`src/mecip_div_pipe.sv`:
```
// Pipelined restoring divider: one quotient bit per stage.
module mecip_div_pipe #(
   parameter int NumW  = 24,
   parameter int DenW  = 16,
   parameter int TagW  = 8
) (
   input  logic            clock,
   input  logic            reset,
   input  logic            advance,
   input  logic            in_valid,
   input  logic [NumW-1:0] in_num,
   input  logic [DenW-1:0] in_den,
   input  logic [TagW-1:0] in_tag,
   output logic            out_valid,
   output logic [NumW-1:0] out_quot,
   output logic [TagW-1:0] out_tag
);
   // stage k holds remainder, numerator bits still to shift, quotient so far
   logic [NumW-1:0] rem_ff  [NumW+1];
   logic [NumW-1:0] num_ff  [NumW+1];
   logic [DenW-1:0] den_ff  [NumW+1];
   logic [TagW-1:0] tag_ff  [NumW+1];
   logic            vld_ff  [NumW+1];

   always_ff @(posedge clock) begin
      if (advance) begin
         rem_ff[0] <= '0;
         num_ff[0] <= in_num;
         den_ff[0] <= in_den;
         tag_ff[0] <= in_tag;
      end
      if (reset) vld_ff[0] <= 1'b0;
      else if (advance) vld_ff[0] <= in_valid;
   end

   for (genvar k = 0; k < NumW; k++) begin : g_stage
      logic [NumW:0]   trial_in;
      logic [NumW:0]   diff_in;
      logic            ge_in;
      always_comb begin
         trial_in = {rem_ff[k], num_ff[k][NumW-1]};
         diff_in  = trial_in - {{(NumW+1-DenW){1'b0}}, den_ff[k]};
         ge_in    = trial_in >= {{(NumW+1-DenW){1'b0}}, den_ff[k]};
      end
      always_ff @(posedge clock) begin
         if (advance) begin
            rem_ff[k+1] <= ge_in ? diff_in[NumW-1:0] : trial_in[NumW-1:0];
            num_ff[k+1] <= {num_ff[k][NumW-2:0], ge_in};
            den_ff[k+1] <= den_ff[k];
            tag_ff[k+1] <= tag_ff[k];
         end
         if (reset) vld_ff[k+1] <= 1'b0;
         else if (advance) vld_ff[k+1] <= vld_ff[k];
      end
   end

   assign out_valid = vld_ff[NumW];
   assign out_quot  = num_ff[NumW];
   assign out_tag   = tag_ff[NumW];
endmodule

```
`config.mk`:
```
export PLATFORM = sky130hd
export DESIGN_NAME = mecip_div_pipe
export DESIGN_NICKNAME = d
export VERILOG_FILES = /design/src/mecip_div_pipe.sv
export SDC_FILE = /design/constraint.sdc
export NUM_CORES = 2
export LEC_CHECK = 0
export ABC_AREA = 1
export BUFFER_PORTS_ARGS = -buffer_cell sky130_fd_sc_hd__buf_2
export CORE_UTILIZATION = 35
export CTS_BUF_LIST = sky130_fd_sc_hd__clkbuf_8
export CTS_CLUSTER_DIAMETER = 40
export CTS_CLUSTER_SIZE = 12
export DETAILED_ROUTE_END_ITERATION = 6
export SLEW_MARGIN = 20
export SYNTH_ARGS = -nofsm -noshare
export SYNTH_HDL_FRONTEND = slang
export SYNTH_SLANG_ARGS = --single-unit
export TNS_END_PERCENT = 20
```
`constraint.sdc`:
```
create_clock -name clock -period 2.8 [get_ports clock]
set_clock_uncertainty 0.2 [all_clocks]
set_input_delay 0.42 -clock clock [delete_from_list [all_inputs] [get_ports clock]]
set_output_delay 0.42 -clock clock [all_outputs]
set_load 0.05 [all_outputs]
```
# Word level (Yosys, flattened, before mapping)
# Memory sizes are Yosys's and may differ from the RTL's.
# Index checks and enable logic that the tools add are counted.
[word_totals]
reg_bits = 0
mem_bits_rw = 1825
in_bits = 52
out_inout_bits = 33
wordCells = 133
n_memories = 5
[memory_table]
columns = ["name", "words", "word_bits", "read_ports", "rd_ports_with_merged_regs", "write_ports", "line", "text"]
rows = [
  ["num_ff", 25, 24, 25, 0, 25, "20", "logic [NumW-1:0] num_ff [NumW+1];"],
  ["rem_ff", 25, 24, 24, 0, 25, "19", "logic [NumW-1:0] rem_ff [NumW+1];"],
  ["den_ff", 25, 16, 24, 0, 25, "21", "logic [DenW-1:0] den_ff [NumW+1];"],
  ["tag_ff", 25, 8, 25, 0, 25, "22", "logic [TagW-1:0] tag_ff [NumW+1];"],
  ["vld_ff", 25, 1, 25, 0, 25, "23", "logic vld_ff [NumW+1];"],
]
[op_classes]
addsub = 24
n_lt_le_gt_ge = 24
muxes = 55
bitwise_logic = 25
[op_table]
columns = ["op", "n"]
rows = [
  ["greater-or-equal comparator 25 x 16 -> 1 bit", 24],
  ["two-way mux 24 bit", 24],
  ["subtractor 24 x 16 -> 24 bit", 24],
  ["two-way mux 1 bit", 31],
  ["OR 1 bit", 25],
]

# Depth between registers and ports, before layout
[logic_depth]
word_depth = 4
depth_mapped = 15

# Least setup slack after synthesis
# OpenSTA, ideal clock, no wires.
[synth_timing]
path_type = "register to register"
start = "mem den_ff[19][0] (netlist: den_ff[2][48])"
end = "mem rem_ff[20][16] (data pin)"
arrival_ns = 1.690
path_slack_ns = 0.661
path_stages_with_launch = 11
path_buffers = 0
period_less_slack_ns = 2.139
cell_sequence = "edfxtp_1 ha_1 fa_1 inv_1 a21oi_1 o21ai_0 nand2_1 nand3_1 nand2_1 nand2_1 inv_1"
[synth_rtl]
columns = ["item", "line"]
rows = [
  ["from (decl)", "21"],
  ["to (decl)", "19"],
]

==> qor.yml <==
timing.final.hold_violations: 0
power_density_mw_per_mm2: 863
rsz0062_at_grt: "yes"
crit_fanout: 22
finalWirelength_um: 243000
dpl_cell_area_mm2: 0.101
layout_min_cycle_time_ns: 2.68
crit_type: "reg2reg"
r2r-start: "den_ff[1][92]$_DFFE_PP_"
routedWlPerCell_um: 15.9
drv_cap: 0
fmax_mhz: 374
synthSimpleGateAreaFrac: 0.260
final_common_cell: "nand2_1"
drv_slew: 0
synth_fa_ha_area_frac: 0.0531
outcome: "finished clean"
async_flop_share: 0
via_per_inst: 4.57
cts_made_buffers: 310
grt_pass1_wl_um: 377000
relSlewSlack: 0.451
clk_pin_slew_ns: 0.07
grt_util_all_layers: 0.175
gr-total-overflow: 0
finalNetCount: 11900
ys.flop_type: "edfxtp_1"
postSynthCellCount: 10900
place_ws_ns: 0.104
cp_data_arrival_time_ns: 3.19
p_total_mw: 94.0
muxShareOfSynthArea: 0
drt_iter0_drc: 5474
critPathCaptureType: "flip-flop"
fillerInstances: 27500
fin_area_mm2: 0.109
final_core_utilization: 0.402
synth.avg_cell_area_um2: 8.73
dieArea_mm2: 0.275
drive_gt1_frac: 0.0927
antenna_left: 0
clock_sinks: 1761
finalWorstSetupSlack_ns: 0.123
setup_viol: 0
cts_tree: "yes"
cp-startpoint: "den_ff[1][92]$_DFFE_PP_"
synth_edf_count: 1761
coreArea_mm2: 0.271
placedCellCount: 14600
synth_cell_types: 49
portBuffers: 84
ys_warn_count: 0
fin_crit_sh: 0.956
drt_pass1_iterations: 6
whs_ns: 0.187
grt_pass1_vias: 66900
cp_data_required_time_ns: 3.31
mostFrequentLayoutCells: "nand2_1 (4116), inv_1 (2038), edfxtp_1 (1761)"
hold_path_class: "reg2reg"
multi_input_area_mm2: 0.0338
layout.cells.non_filler: 15300
vdd.ir_drop.worst_v: 0.000525
synth-seq-area-share: 0.554
grt_max_degree: 118
root_buffer: "clkbuf_8"
syn2layout_area_growth_pct: 14.2
start_util: 0.352
cp-start-kind: "flip-flop"
clock_latency_ns: 0.99
p_leak_nw: 50.2
synth_xor_area_frac: 0.0163
num_io_pins: 85
htree_levels: 5
ys_ff_latch: 1761
synth_nets: 11400
fin_setup_tns_ns: 0
die_width_um: 524
synth_compound_area_frac: 0.0251
syn-cell-area_mm2: 0.0954
antenna_found_initial: 5
hp-start: "num_ff[2][110]$_DFFE_PP_"
gp_congestion: 0.920
worst_pin_slew_ns: 0.821
clk_path_buf_depth: 4
synth_top_family_by_area: "simple AND/OR/NAND/NOR gates"
regArea_mm2: 0.0529
die_h_um: 524
post-dp-hpwl_um: 186000
vias: 70000
rows: 191
drc: 0
[final timing paths]
| kind | endpoint | depth (start not counted) | slack (ns) |
|---|---|---|---|
| hold / removal | num_ff[2][135]$_DFFE_PP_ | 0 | 0.19 |
| hold reg to reg | num_ff[2][135]$_DFFE_PP_ | 0 | 0.19 |
| setup reg to reg | rem_ff[14][19]$_DFFE_PP_ | 11 | 0.12 |
| setup / recovery | rem_ff[14][19]$_DFFE_PP_ | 11 | 0.12 |
[area by class of cell]
class / count / area share
Tap cell: 3570 / 0.0410
Clock inverter: 247 / 0.0227
Clock buffer: 314 / 0.0397
Sequential cell: 1761 / 0.486
Inverter: 2081 / 0.0718
Antenna cell: 8 / 0.000184
Timing Repair Buffer: 341 / 0.0286
Multi-Input combinational cell: 6995 / 0.310
[layer usage]
metal / vias up / track usage / share of wire
li1: 35800 / - / -
met1: 32200 / 0.244 / 0.47
met2: 1587 / 0.284 / 0.45
met3: 366 / 0.0253 / 0.050
met4: 0 / 0.0459 / 0.023
met5: - / 0 / 0
[Yosys cell counts (57+ instances only)]
cell type  instances  area share
nand2_1         4117        0.16
inv_1           2020       0.079
edfxtp_1        1761        0.55
nor2_1           863       0.034
nand3_1          562       0.029
ha_1             370       0.049
a21oi_1          253       0.013
nand4_1          154       0.010
xor2_1           123       0.011
nand2_2           82      0.0054
nor3_1            65      0.0034
o21ai_0           65      0.0034
a21oi_2           61      0.0056
inv_2             57      0.0022
[cell families after synthesis]
logic type	Yosys count
adders and majority gates	392
and+or+nand+nor	6012
AOI/OAI and AO/OA	414
DFF	1761
buffers and inverters	2176
xor gates and xnor gates	177
[worst max-delay path, stage by stage (launching register included)]
cell,delay (ns)
edfxtp_1,0.48
inv_1,0.07
ha_1,0.38
nand2_1,0.11
inv_2,0.08
nand2_1,0.11
nor3_1,0.20
nand2_2,0.17
inv_2,0.10
nor2_4,0.04
buf_12,0.15
a21oi_1,0.32
[sequential cells by signal, indices dropped and copies added (netlist names)]
signal	cells
vld_ff	25
rem_ff	552
den_ff	384
tag_ff	200
num_ff	600
[power by group]
part	switching [mW]	internal, mW	total (mW)	leakage [nW]
sequential	3.24	34.1	37.3	17.0
combinational	20.4	10.2	30.7	29.7
clock	12.1	13.8	26.0	3.42
total	35.8	58.2	94.0	50.2
[what timing repair did]
item,CTS,global route
endpoints found under the hold margin,650,0
hold buffers,100,0
gates resized for setup,0,7
setup endpoints to repair,0,8
buffers inserted,0,0
No activity file was read; power rests on OpenSTA's default activity.
